<file path="src/rtl/core/spq_pkg.sv">
`timescale 1ns / 1ps
// ----------------------------------------------------------------------------
// spq_pkg
// Shared types and codes for the sorted priority queue core.
// ----------------------------------------------------------------------------
package spq_pkg;

  localparam int VALUE_W = 32;
  localparam int PRIO_W  = 16;
  localparam int ENTRY_W = VALUE_W + PRIO_W;
  localparam int OP_W    = 2;
  localparam int POS_W   = 4;
  localparam int STAT_W  = 2;
  localparam int COUNT_W = 5;

  // Operation codes
  localparam logic [OP_W-1:0] OP_PUSH   = 2'd0;
  localparam logic [OP_W-1:0] OP_POP    = 2'd1;
  localparam logic [OP_W-1:0] OP_REMOVE = 2'd2;
  localparam logic [OP_W-1:0] OP_CLEAR  = 2'd3;

  // Result status codes
  localparam logic [STAT_W-1:0] ST_OK    = 2'd0;
  localparam logic [STAT_W-1:0] ST_FULL  = 2'd1;
  localparam logic [STAT_W-1:0] ST_EMPTY = 2'd2;
  localparam logic [STAT_W-1:0] ST_RANGE = 2'd3;

  // Memory read address select
  localparam logic [2:0] RD_NONE = 3'd0;
  localparam logic [2:0] RD_KM1  = 3'd1;
  localparam logic [2:0] RD_KM2  = 3'd2;
  localparam logic [2:0] RD_KP1  = 3'd3;
  localparam logic [2:0] RD_KP2  = 3'd4;
  localparam logic [2:0] RD_HEAD = 3'd5;

  // Memory write select (always at slot of cursor)
  localparam logic [1:0] WR_NONE  = 2'd0;
  localparam logic [1:0] WR_RDATA = 2'd1;
  localparam logic [1:0] WR_NEW   = 2'd2;

  // Head and count update
  localparam logic [2:0] UPD_NONE = 3'd0;
  localparam logic [2:0] UPD_PUSH = 3'd1;
  localparam logic [2:0] UPD_POP  = 3'd2;
  localparam logic [2:0] UPD_REM  = 3'd3;
  localparam logic [2:0] UPD_CLR  = 3'd4;

  typedef struct packed {
    logic signed [PRIO_W-1:0] prio;
    logic [VALUE_W-1:0]       value;
  } entry_t;

  typedef struct packed {
    logic              load;
    logic [2:0]        rd_sel;
    logic [1:0]        wr_sel;
    logic [2:0]        upd;
    logic              k_dec;
    logic              k_inc;
    logic              status_we;
    logic [STAT_W-1:0] status_code;
    logic              load_result;
  } dp_cmd_t;

  typedef struct packed {
    logic [OP_W-1:0] op;
    logic            count_zero;
    logic            full;
    logic            pos_bad;
    logic            k_one;
    logic            prio_le;
    logic            rem_more;
    logic            rem_more2;
    logic            out_busy;
  } dp_stat_t;

endpackage

</file>
<file path="src/rtl/core/spq_req_if.sv">
`timescale 1ns / 1ps
// ----------------------------------------------------------------------------
// spq_req_if
// Request channel: one operation per beat.
// ----------------------------------------------------------------------------
interface spq_req_if import spq_pkg::*; ();
  logic                     valid;
  logic                     ready;
  logic [OP_W-1:0]          operation;
  logic [VALUE_W-1:0]       item_value;
  logic signed [PRIO_W-1:0] item_priority;
  logic [POS_W-1:0]         position;

  modport source (output valid, operation, item_value, item_priority, position,
                  input ready);
  modport sink   (input valid, operation, item_value, item_priority, position,
                  output ready);
endinterface

</file>
<file path="src/rtl/core/spq_rsp_if.sv">
`timescale 1ns / 1ps
// ----------------------------------------------------------------------------
// spq_rsp_if
// Result channel: status, count and head pair per beat.
// ----------------------------------------------------------------------------
interface spq_rsp_if import spq_pkg::*; ();
  logic                     valid;
  logic                     ready;
  logic [STAT_W-1:0]        status;
  logic [COUNT_W-1:0]       entry_count;
  logic [VALUE_W-1:0]       head_value;
  logic signed [PRIO_W-1:0] head_priority;
  logic                     head_valid;

  modport source (output valid, status, entry_count, head_value, head_priority,
                  head_valid, input ready);
  modport sink   (input valid, status, entry_count, head_value, head_priority,
                  head_valid, output ready);
endinterface

</file>
<file path="src/rtl/core/spq_ram.sv">
`timescale 1ns / 1ps
// ----------------------------------------------------------------------------
// spq_ram
// Generic single-write, single-read RAM with registered, read-first output.
// ----------------------------------------------------------------------------
module spq_ram #(
  parameter int WIDTH = 48,
  parameter int DEPTH = 16
) (
  input  logic                     clk,
  input  logic                     we,
  input  logic [$clog2(DEPTH)-1:0] waddr,
  input  logic [WIDTH-1:0]         wdata,
  input  logic                     re,
  input  logic [$clog2(DEPTH)-1:0] raddr,
  output logic [WIDTH-1:0]         rdata
);

  logic [WIDTH-1:0] mem [DEPTH];

  always_ff @(posedge clk) begin
    if (we) begin
      mem[waddr] <= wdata;
    end
    if (re) begin
      rdata <= mem[raddr];
    end
  end

endmodule

</file>
<file path="src/rtl/core/spq_ctrl.sv">
`timescale 1ns / 1ps
// ----------------------------------------------------------------------------
// spq_ctrl
// Sequencer: dispatches operations and steps the shift loops.
// ----------------------------------------------------------------------------
module spq_ctrl import spq_pkg::*; (
  input  logic     clk,
  input  logic     rst,
  input  logic     req_valid,
  output logic     req_ready,
  input  dp_stat_t st,
  output dp_cmd_t  cmd
);

  localparam logic [2:0] S_IDLE     = 3'd0;
  localparam logic [2:0] S_DISPATCH = 3'd1;
  localparam logic [2:0] S_PUSH     = 3'd2;
  localparam logic [2:0] S_PLACE    = 3'd3;
  localparam logic [2:0] S_REMOVE   = 3'd4;
  localparam logic [2:0] S_HEAD     = 3'd5;
  localparam logic [2:0] S_FINISH   = 3'd6;

  logic [2:0] state;
  logic [2:0] state_next;

  assign req_ready = (state == S_IDLE);

  always_ff @(posedge clk) begin
    if (rst) begin
      state <= S_IDLE;
    end else begin
      state <= state_next;
    end
  end

  always_comb begin
    state_next      = state;
    cmd             = '0;
    cmd.rd_sel      = RD_NONE;
    cmd.wr_sel      = WR_NONE;
    cmd.upd         = UPD_NONE;
    cmd.status_code = ST_OK;
    case (state)
      S_IDLE: begin
        if (req_valid) begin
          cmd.load   = 1'b1;
          state_next = S_DISPATCH;
        end
      end
      S_DISPATCH: begin
        cmd.status_we = 1'b1;
        state_next    = S_HEAD;
        case (st.op)
          OP_PUSH: begin
            if (st.full) begin
              cmd.status_code = ST_FULL;
            end else if (st.count_zero) begin
              cmd.wr_sel = WR_NEW;
              cmd.upd    = UPD_PUSH;
            end else begin
              cmd.rd_sel = RD_KM1;
              state_next = S_PUSH;
            end
          end
          OP_POP: begin
            if (st.count_zero) begin
              cmd.status_code = ST_EMPTY;
            end else begin
              cmd.upd = UPD_POP;
            end
          end
          OP_REMOVE: begin
            if (st.pos_bad) begin
              cmd.status_code = ST_RANGE;
            end else if (st.rem_more) begin
              cmd.rd_sel = RD_KP1;
              state_next = S_REMOVE;
            end else begin
              cmd.upd = UPD_REM;
            end
          end
          OP_CLEAR: begin
            cmd.upd = UPD_CLR;
          end
          default: begin
            cmd.upd = UPD_NONE;
          end
        endcase
      end
      S_PUSH: begin
        // shift the entry up while the new one is not greater
        if (st.prio_le) begin
          cmd.wr_sel = WR_RDATA;
          cmd.k_dec  = 1'b1;
          if (st.k_one) begin
            state_next = S_PLACE;
          end else begin
            cmd.rd_sel = RD_KM2;
          end
        end else begin
          cmd.wr_sel = WR_NEW;
          cmd.upd    = UPD_PUSH;
          state_next = S_HEAD;
        end
      end
      S_PLACE: begin
        cmd.wr_sel = WR_NEW;
        cmd.upd    = UPD_PUSH;
        state_next = S_HEAD;
      end
      S_REMOVE: begin
        cmd.wr_sel = WR_RDATA;
        cmd.k_inc  = 1'b1;
        if (st.rem_more2) begin
          cmd.rd_sel = RD_KP2;
        end else begin
          cmd.upd    = UPD_REM;
          state_next = S_HEAD;
        end
      end
      S_HEAD: begin
        cmd.rd_sel = RD_HEAD;
        state_next = S_FINISH;
      end
      S_FINISH: begin
        if (!st.out_busy) begin
          cmd.load_result = 1'b1;
          state_next      = S_IDLE;
        end
      end
      default: begin
        state_next = S_IDLE;
      end
    endcase
  end

endmodule

</file>
<file path="src/rtl/core/spq_dp.sv">
`timescale 1ns / 1ps
// ----------------------------------------------------------------------------
// spq_dp
// Datapath: ring pointers, cursor, entry memory and result register.
// ----------------------------------------------------------------------------
module spq_dp import spq_pkg::*; #(
  parameter int CAPACITY = 16
) (
  input  logic                     clk,
  input  logic                     rst,
  input  logic [OP_W-1:0]          operation,
  input  logic [VALUE_W-1:0]       item_value,
  input  logic signed [PRIO_W-1:0] item_priority,
  input  logic [POS_W-1:0]         position,
  input  dp_cmd_t                  cmd,
  output dp_stat_t                 st,
  spq_rsp_if.source                result
);

  localparam int SW = $clog2(CAPACITY);
  localparam int KW = $clog2(CAPACITY + 1);
  localparam logic [KW-1:0] CAP_K = KW'(CAPACITY);
  localparam logic [KW:0]   CAP_W = (KW + 1)'(CAPACITY);

  logic [SW-1:0]            head;
  logic [KW-1:0]            count;
  logic [KW-1:0]            k;
  logic [OP_W-1:0]          op;
  logic [VALUE_W-1:0]       new_value;
  logic signed [PRIO_W-1:0] new_prio;
  logic [POS_W-1:0]         pos;
  logic [STAT_W-1:0]        op_status;
  logic                     out_valid;
  logic [STAT_W-1:0]        out_status;
  logic [COUNT_W-1:0]       out_count;
  logic [VALUE_W-1:0]       out_value;
  logic signed [PRIO_W-1:0] out_prio;
  logic                     out_hv;

  logic [KW:0]        kx;
  logic [SW-1:0]      raddr;
  logic [SW-1:0]      waddr;
  logic               re;
  logic               we;
  entry_t             wentry;
  entry_t             rentry;
  logic [ENTRY_W-1:0] rdata;

  // ring slot of an offset from the head; offset never exceeds the capacity
  function automatic logic [SW-1:0] slot_of(input logic [SW-1:0] h,
                                            input logic [KW:0] off);
    logic [KW:0] sum;
    sum = (KW + 1)'(h) + off;
    if (sum >= CAP_W) begin
      sum = sum - CAP_W;
    end
    return SW'(sum);
  endfunction

  assign kx     = {1'b0, k};
  assign rentry = entry_t'(rdata);

  always_comb begin
    re = 1'b1;
    case (cmd.rd_sel)
      RD_KM1:  raddr = slot_of(head, kx - (KW + 1)'(1));
      RD_KM2:  raddr = slot_of(head, kx - (KW + 1)'(2));
      RD_KP1:  raddr = slot_of(head, kx + (KW + 1)'(1));
      RD_KP2:  raddr = slot_of(head, kx + (KW + 1)'(2));
      RD_HEAD: raddr = head;
      default: begin
        raddr = head;
        re    = 1'b0;
      end
    endcase
  end

  always_comb begin
    waddr = slot_of(head, kx);
    we    = (cmd.wr_sel != WR_NONE);
    if (cmd.wr_sel == WR_NEW) begin
      wentry.value = new_value;
      wentry.prio  = new_prio;
    end else begin
      wentry = rentry;
    end
  end

  spq_ram #(
    .WIDTH (ENTRY_W),
    .DEPTH (CAPACITY)
  ) u_ram (
    .clk   (clk),
    .we    (we),
    .waddr (waddr),
    .wdata (wentry),
    .re    (re),
    .raddr (raddr),
    .rdata (rdata)
  );

  // status towards the sequencer
  always_comb begin
    st.op         = op;
    st.count_zero = (count == '0);
    st.full       = (count == CAP_K);
    st.pos_bad    = ((KW + POS_W)'(pos) >= (KW + POS_W)'(count));
    st.k_one      = (k == KW'(1));
    st.prio_le    = (new_prio <= rentry.prio);
    st.rem_more   = ((kx + (KW + 1)'(1)) < {1'b0, count});
    st.rem_more2  = ((kx + (KW + 1)'(2)) < {1'b0, count});
    st.out_busy   = out_valid && !result.ready;
  end

  // latched request
  always_ff @(posedge clk) begin
    if (cmd.load) begin
      op        <= operation;
      new_value <= item_value;
      new_prio  <= item_priority;
      pos       <= position;
    end
    if (cmd.status_we) begin
      op_status <= cmd.status_code;
    end
  end

  // cursor: count for push, position for remove
  always_ff @(posedge clk) begin
    if (cmd.load) begin
      k <= (operation == OP_REMOVE) ? KW'(position) : count;
    end else if (cmd.k_dec) begin
      k <= k - KW'(1);
    end else if (cmd.k_inc) begin
      k <= k + KW'(1);
    end
  end

  always_ff @(posedge clk) begin
    if (rst) begin
      head  <= '0;
      count <= '0;
    end else begin
      case (cmd.upd)
        UPD_PUSH: count <= count + KW'(1);
        UPD_POP: begin
          head  <= slot_of(head, (KW + 1)'(1));
          count <= count - KW'(1);
        end
        UPD_REM:  count <= count - KW'(1);
        UPD_CLR: begin
          head  <= '0;
          count <= '0;
        end
        default: begin
          count <= count;
        end
      endcase
    end
  end

  // result register
  always_ff @(posedge clk) begin
    if (rst) begin
      out_valid <= 1'b0;
    end else if (cmd.load_result) begin
      out_valid <= 1'b1;
    end else if (result.ready) begin
      out_valid <= 1'b0;
    end
  end

  always_ff @(posedge clk) begin
    if (cmd.load_result) begin
      out_status <= op_status;
      out_count  <= COUNT_W'(count);
      out_hv     <= (count != '0);
      out_value  <= (count != '0) ? rentry.value : '0;
      out_prio   <= (count != '0) ? rentry.prio : '0;
    end
  end

  assign result.valid         = out_valid;
  assign result.status        = out_status;
  assign result.entry_count   = out_count;
  assign result.head_value    = out_value;
  assign result.head_priority = out_prio;
  assign result.head_valid    = out_hv;

endmodule

</file>
<file path="src/rtl/core/sorted_priority_queue_core.sv">
`timescale 1ns / 1ps
// Sequence: a push shifts entries up from the tail, at most CAPACITY - 1 of them, until
//   its slot is found (no shift into an empty queue); a remove shifts the entries past
//   its position down; pop, clear and refused beats skip the shift loop. The one-port-read
//   shift loop sets how long a push or remove takes to reach the result beat.
// Throughput: one request at a time; the next request beat is taken as soon as the
//   result sits in the output register, even before it has been taken.
// Reset: synchronous, clears count, head slot and handshake state; no memory sweep.
// ----------------------------------------------------------------------------
// sorted_priority_queue_core
// Sorted-array priority queue held in a ring buffer in one RAM.
// ----------------------------------------------------------------------------
module sorted_priority_queue_core import spq_pkg::*; #(
  parameter int CAPACITY = 16
) (
  input  logic      clk,
  input  logic      rst,
  spq_req_if.sink   request,
  spq_rsp_if.source result
);

  // Command and status between the sequencer and the datapath
  dp_cmd_t  cmd;
  dp_stat_t st;

  // Sequencer: takes a request beat, walks the shift loop, then waits for
  // the result register to drain before loading its result.
  spq_ctrl u_ctrl (
    .clk       (clk),
    .rst       (rst),
    .req_valid (request.valid),
    .req_ready (request.ready),
    .st        (st),
    .cmd       (cmd)
  );

  // Datapath: ring head, entry count, shift cursor, entry RAM and the
  // registered result. Entries past the occupied span are never used, so
  // the RAM needs no clearing.
  spq_dp #(
    .CAPACITY (CAPACITY)
  ) u_dp (
    .clk           (clk),
    .rst           (rst),
    .operation     (request.operation),
    .item_value    (request.item_value),
    .item_priority (request.item_priority),
    .position      (request.position),
    .cmd           (cmd),
    .st            (st),
    .result        (result)
  );

endmodule

</file>
<file path="src/flat_wrapper.sv">
// flat-port wrapper written by rule: the top's interface ports become plain ports
module sorted_priority_queue_core_flat import spq_pkg::*;
#(
  parameter int CAPACITY = 16
)
  (clk, rst, request_valid, request_operation, request_item_value, request_item_priority, request_position, request_ready, result_valid, result_status, result_entry_count, result_head_value, result_head_priority, result_head_valid, result_ready);
  spq_req_if request_i ();
  spq_rsp_if result_i ();
  input  logic clk;
  input  logic rst;
  input wire logic [$bits(request_i.valid)-1:0] request_valid;
  input wire logic [$bits(request_i.operation)-1:0] request_operation;
  input wire logic [$bits(request_i.item_value)-1:0] request_item_value;
  input wire logic [$bits(request_i.item_priority)-1:0] request_item_priority;
  input wire logic [$bits(request_i.position)-1:0] request_position;
  output wire logic [$bits(request_i.ready)-1:0] request_ready;
  output wire logic [$bits(result_i.valid)-1:0] result_valid;
  output wire logic [$bits(result_i.status)-1:0] result_status;
  output wire logic [$bits(result_i.entry_count)-1:0] result_entry_count;
  output wire logic [$bits(result_i.head_value)-1:0] result_head_value;
  output wire logic [$bits(result_i.head_priority)-1:0] result_head_priority;
  output wire logic [$bits(result_i.head_valid)-1:0] result_head_valid;
  input wire logic [$bits(result_i.ready)-1:0] result_ready;
  assign request_i.valid = request_valid;
  assign request_i.operation = request_operation;
  assign request_i.item_value = request_item_value;
  assign request_i.item_priority = request_item_priority;
  assign request_i.position = request_position;
  assign request_ready = request_i.ready;
  assign result_valid = result_i.valid;
  assign result_status = result_i.status;
  assign result_entry_count = result_i.entry_count;
  assign result_head_value = result_i.head_value;
  assign result_head_priority = result_i.head_priority;
  assign result_head_valid = result_i.head_valid;
  assign result_i.ready = result_ready;
  sorted_priority_queue_core #(.CAPACITY(CAPACITY)) u_core (.clk(clk), .rst(rst), .request(request_i), .result(result_i));
endmodule
</file>
<file path="config.mk">
export PLATFORM = sky130hd
export DESIGN_NAME = sorted_priority_queue_core_flat
export DESIGN_NICKNAME = d
export VERILOG_FILES = /design/src/rtl/core/spq_pkg.sv /design/src/rtl/core/spq_req_if.sv /design/src/rtl/core/spq_rsp_if.sv /design/src/rtl/core/spq_ram.sv /design/src/rtl/core/spq_ctrl.sv /design/src/rtl/core/spq_dp.sv /design/src/rtl/core/sorted_priority_queue_core.sv /design/src/flat_wrapper.sv
export SDC_FILE = /design/constraint.sdc
export NUM_CORES = 1
export LEC_CHECK = 0
export BUFFER_PORTS_ARGS = -buffer_cell sky130_fd_sc_hd__buf_4
export CAP_MARGIN = 20
export CORE_AREA = 2 2 249 251
export DETAILED_ROUTE_END_ITERATION = 8
export DIE_AREA = 0 0 251 253
export GPL_TIMING_DRIVEN = 0
export HOLD_SLACK_MARGIN = 0.06
export PLACE_DENSITY = 0.9
export SYNTH_ARGS = -nofsm -noshare
export SYNTH_HDL_FRONTEND = slang
export SYNTH_HIERARCHICAL = 1
export SYNTH_SLANG_ARGS = --single-unit
export TNS_END_PERCENT = 30
</file>
<file path="constraint.sdc">
create_clock -name clk -period 8.1 [get_ports clk]
set_clock_uncertainty 0.15 [all_clocks]
set_input_delay 1.62 -clock clk [delete_from_list [all_inputs] [get_ports clk]]
set_output_delay 1.62 -clock clk [all_outputs]
set_load 0.02 [all_outputs]
</file>
======== Word level (Yosys, flattened, before mapping) ========
Memory sizes are Yosys's and may differ from the RTL's. A register that Yosys moved wholly into a read port is not among the register bits.
Cells that the tools add are included.
W data, S select, Z words.
operators by class
  $add $sub $neg .......................... 20
  magnitude comparators ................... 10
  equal/unequal tests ..................... 26
  muxes and demuxes ....................... 61
  reductions and logical operators ........ 14
operators with widths
  kind                   number
  $mux W48               1
  $mux W3                11
  $ge A6 B5 Y1 const B   5
  $mux W5                5
  $add A4 B6 Y6          4
  $mux W4                6
  $pmux W3 S4            2
  $sub A4 B1 Y4 const B  6
  $mux W2                11
  $pmux W3 S7            1
  $pmux W5 S4            1
  $eq A3 B2 Y1 const B   6
  $eq A3 B3 Y1 const B   6
  $le A16 B16 Y1         1
  $mux W1                16
  $pmux W4 S4            1
  $pmux W5 S3            1
  $lt A6 B5 Y1           2
  $add A5 B1 Y5 const B  2
  $sub A5 B1 Y5 const B  2
  $eq A3 B1 Y1 const B   3
  $eq A2 B2 Y1 const B   4
  $pmux W4 S2            1
  $add A4 B5 Y6          1
  27 further kinds       32
word-level totals
  register bits after elaboration ......... 130
  bits in writable memories ............... 768
  input bits .............................. 58
  output and inout bits ................... 58
  logic and storage cells ................. 147
  memories kept ........................... 1
memory list
  memory                 depth  width  read ports  clocked after Yosys merged registers in  wr ports  RTL line       RTL
  u_core.u_dp.u_ram.mem  16     48     1           1                                        1         spq_ram.sv:19  logic [WIDTH-1:0] mem [DEPTH];

======== Logic depth before layout (Yosys ltp) ========
  depth in word-level cells ............... 9
  mapped depth ............................ 26
  depth with buffers taken out ............ 23

======== Cells and area by module ========
Netlist, hierarchy kept.
by module, submodules not included
  module    times used  cells an instance  area each (um^2)  sequential area each (um^2)
  spq_ram   1           1242               30175.2           24503.5
  spq_dp    1           534                6611.3            3713.6
  spq_ctrl  1           68                 490.5             60.1

======== Least setup slack after synthesis ========
No wires, ideal clock.
  kind .................................... input to register
  start ................................... in result_ready
  end ..................................... reg u_core.u_dp.out_count[0] (netlist: u_core/u_dp/result.entry_count[0]) (enable)
  setup time .............................. 0.553 ns
  data arrival time ....................... 5.853 ns
  setup slack ............................. 1.544 ns
  stages on the path ...................... 2
  path buffers ............................ 0
  path through ............................ nor2b_1 nor3b_1
RTL lines
  what                  RTL line            RTL
  start, declared       flat_wrapper.sv:23  input wire logic [$bits(result_i.ready)-1:0] result_ready;
  end signal, assigned  spq_dp.sv:176       out_count <= COUNT_W'(count);
  end, declared         spq_dp.sv:35        logic [COUNT_W-1:0] out_count;

==> summary.txt <==
Setup path
  – Critical path type: reg -> reg
  – Worst-path fanout max: 10
  – Required time reported for the critical path endpoint: 8420 ps
  – Reg2reg path depth: 23
  – Arrival time reported for the critical path endpoint: 8130 ps
  – Beginning of the worst register-to-register path: u_core/u_dp/new_prio[15]
  – Category of the worst setup path launch point: flip-flop
  – Capturing element of the worst setup path: u_core/u_dp/u_ram/rdata[38]
  – Kind of end point of the critical path: flip-flop
  – Internal reg-to-reg setup slack: 290 ps
  – Capture point of the worst reg-to-reg path: u_core/u_dp/u_ram/rdata[38]
  – Launch point of the worst path: u_core/u_dp/new_prio[15]

Yosys
  – Fraction of synthesized area in multiplexers: 0.130
  – Number of distinct library cell variants in the gate-level netlist after synthesis: 62
  – Synthesized Nets: 1956
  – YS warnings: 6
  – Synth Area in Compound Gates: 0.0364
  – Syn Area/Cell: 20.2 um^2
  – Synth top area share: 0.752
  – Top post-synthesis cells by count: edfxtp_1, mux4_2, a22oi_1
  – Proportion of synthesized chip area in sequential cells: 0.759
  – Cell count after synthesis: 1844
  – Async S/R FF share, synth: 0
  – Most frequently used flop master after synthesis: edfxtp_1
  – Largest family of logic cells by synthesized area: multiplexers
  – Post-synthesis register bit count: 946
  – Simple-Gate Fraction of Synth Area: 0.0328
  – Cell accounting for the most synthesized area: edfxtp_1
  – Xor-xnor portion of the synthesized cell area: 0.00641
  – Largest cells by area after synthesis: edfxtp_1, mux4_2, a22oi_1, ha_1, mux2_2
  – Netlist area before placement: 0.0373 mm^2
  – Dominant cell by count in the synthesized netlist: edfxtp_1
  – Count of flip-flops with a built-in enable after synthesis: 933
  – Adder-cell share of the synthesized area: 0.0191

Clock tree
  – Worst-case clock buffer depth: 3
  – Reg clk slew, reported paths: 70 ps
  – Library cell used as clock root buffer: clkbuf_16
  – Number of buffers added by the clock tree synthesis step: 91
  – CTS tree: done
  – Clock sink count: 946
  – Hold-fix buffer count after cts: 0
  – Clock insertion delay at the later pin of the skew report: 670 ps
  – CTS H-Tree Depth: 3

Timing
  – Max Slew Vio Count: 0
  – Transition time at the pin with the least slew margin: 1190 ps
  – Max Clk Rate: 128 MHz
  – Time the final worst path needs with I/O delays and setup: 7810 ps
  – Number of hold-slack violations in the final timing report: 0
  – Setup violators final: 0
  – Unrepaired setup endpoints after global routing: false
  – Share of the cycle needed by the critical path after routing: 0.964
  – TNS Setup: 0 ps
  – Setup ws final: 292 ps
  – Max-slew headroom: 0.199
  – Worst hold slack across all endpoints: 271 ps

Global routing
  – Global-route wire length before repair: 152 mm
  – Antenna violations before repair: 2
  – Total routing resource utilization after global routing: 0.340
  – Pin count of the biggest net entering global routing: 38
  – Via count of the first global-routing pass: 22100
  – Aggregate global routing overflow: 0

Routing
  – Pre-antenna DRT Iters: 6
  – Detailed-route vias per instance: 7.21
  – Drt wl/cell: 35.7 um
  – Routed wire length: 107 mm
  – Residual DRC: 0
  – Number of DRC violations after detailed-routing iteration 0: 3941
  – Vias: 21500
  – Residual antenna-violating net count after detailed routing: 0

Final layout
  – # fillers: 3229
  – Final net count: 2238
  – Layout-stage area growth over the synthesis result: 16.2%
  – Fin area: 0.0433 mm^2
  – Fraction of final layout cells with drive strength greater than 1: 0.287
  – Total area of multi-input combinational cells: 0.00850 mm^2
  – ANT cells: 0
  – Final instance count without filler cells: 2989
  – Sequential cell area: 0.0283 mm^2

Die
  – Core footprint: 0.0610 mm^2
  – Die area: 0.0635 mm^2
  – Die width: 251 um
  – Starting utilization of the core area: 0.611
  – Core Rows: 91
  – Top-level I/O count: 116
  – Die height: 253 um

Place
  – Number of cells in the design after placement: 2822
  – Placement Setup Slack: 243 ps
  – Final weighted congestion of routability-driven global placement: 0.816
  – Placed wire-length estimate after detailed placement: 60.5 mm
  – Count of buffers inserted at the top-level ports: 115
  – Cell area reported after detailed placement: 0.0403 mm^2

Pwr
  – Leakage power summed over all cells: 14.3 nW
  – Power per cell area: 491 mW/mm^2
  – Peak VDD IR: 0.273 mV

Hold path
  – Tightest Hold Check Type: reg -> reg
  – Startpoint of the tightest hold check path: u_core/u_dp/op_status[1]

Flow run
  – Max capacitance violation total: 0

Run status
  – Status: complete, no violations
## what timing repair did
action	in CTS	in global routing
setup buffers	0	0
gates resized for setup	1	47
endpoints found under the setup margin	17	48
## through the flow
stage          power (mW)   util
4_1_cts              21.0  0.709
3_3_place_gp         15.5  0.641
5_1_grt              21.8  0.710
2_1_floorplan        13.3      -
3_5_place_dp         16.4  0.661
6_report             21.3  0.710
## critical path: stages, from the launching register on
cell	delay, ps
edfxtp_1	430
ha_1	480
nand4_1	320
a2111oi_0	560
nor4b_1	140
mux2_2	360
nor2b_1	190
nand2_1	100
o22ai_1	230
clkbuf_1	470
nor2_1	210
nand2_1	250
xnor2_1	170
ha_1	210
inv_1	60
fa_1	380
xor2_1	190
mux4_2	500
mux2i_2	510
and2_1	300
clkbuf_1	610
clkbuf_2	450
a22oi_1	140
nand2_1	180
## sequential cells by signal (all words and copies together), names as in the netlist
| signal | flops |
|---|---|
| u_core/u_dp/u_ram/mem | 768 |
| u_core/u_dp/u_ram/rdata | 48 |
| u_core/u_dp/new_value | 32 |
| u_core/u_dp/result.head_value | 32 |
| u_core/u_dp/new_prio | 16 |
| u_core/u_dp/result.head_priority | 16 |
| u_core/u_dp/count | 5 |
| u_core/u_dp/k | 5 |
| u_core/u_dp/result.entry_count | 5 |
| u_core/u_dp/head | 4 |
| u_core/u_dp/pos | 4 |
| u_core/u_ctrl/state | 3 |
| u_core/u_dp/op | 2 |
| u_core/u_dp/op_status | 2 |
| u_core/u_dp/result.status | 2 |
| u_core/u_dp/result.head_valid | 1 |
| u_core/u_dp/result.valid | 1 |
## metal layers
layer / vias up / part of all wire / wire [um] / global-route usage
met4: 4 / 0.060 / 6410 / 0.191
met1: 10800 / 0.32 / 34500 / 0.434
met5: - / 0.00025 / 27 / 0
met3: 477 / 0.13 / 13800 / 0.0748
li1: 8073 / - / - / -
met2: 2238 / 0.49 / 51900 / 0.548
## worst min path at each step
| stage | endpoint | slack (ps) | cells after the start |
|---|---|---|---|
| 2_1_floorplan | u_core/u_dp/result.status[0] | 250 | 0 |
| 3_3_place_gp | u_core/u_dp/result.status[0] | 250 | 0 |
| 3_5_place_dp | u_core/u_dp/result.status[1] | 260 | 0 |
| 4_1_cts | u_core/u_dp/result.status[1] | 270 | 0 |
| 5_1_grt | u_core/u_dp/result.status[1] | 290 | 0 |
| 6_report | u_core/u_dp/result.status[1] | 270 | 0 |
## cells in the final DEF (no fill, tap or decap), types with 5 or more instances in the layout
cell type,instances
a21o_1,12
a21oi_1,27
a22oi_1,103
buf_1,5
buf_12,17
buf_16,10
buf_2,22
buf_4,138
buf_6,29
buf_8,6
bufinv_16,10
clkbuf_1,44
clkbuf_16,91
clkbuf_2,23
clkinv_1,23
clkinv_2,12
clkinvlp_4,5
dfxtp_1,13
edfxtp_1,933
fa_1,5
ha_1,49
inv_1,40
inv_6,7
mux2_2,35
mux2i_1,9
mux4_2,193
nand2_1,82
nand2b_1,7
nand3_1,7
nor2_1,52
nor2_4,12
nor2b_1,45
nor3_1,9
o21ai_0,31
xnor2_1,10
xor2_1,12
## where the power goes
group          switching, mW  internal, mW  total [mW]
clock                   1.88          2.40        4.28
combinational           5.88          3.40        9.29
sequential             0.318          7.38        7.70
total                   8.08          13.2        21.3
## area by class of cell
class	instances	area share
buffer	92	0.0117
clock buffer	106	0.0539
clock inverter	60	0.0144
inverter	40	0.00347
multi-input combinational	766	0.196
sequential	946	0.653
tap	790	0.0228
timing repair buffer	189	0.0448
## cell families (layout without fill, tap and decap cells)
family / Yosys count / in the layout
flip-flops: 946 / 946
adder cells (fa/ha/maj): 54 / 54
multiplexers: 238 / 238
AND/OR/NAND/NOR: 251 / 251
AO/OA/AOI/OAI: 199 / 199
XOR/XNOR: 24 / 24
buffers and inverters: 132 / 487
Note: power is estimated with default switching activity, not from simulation.
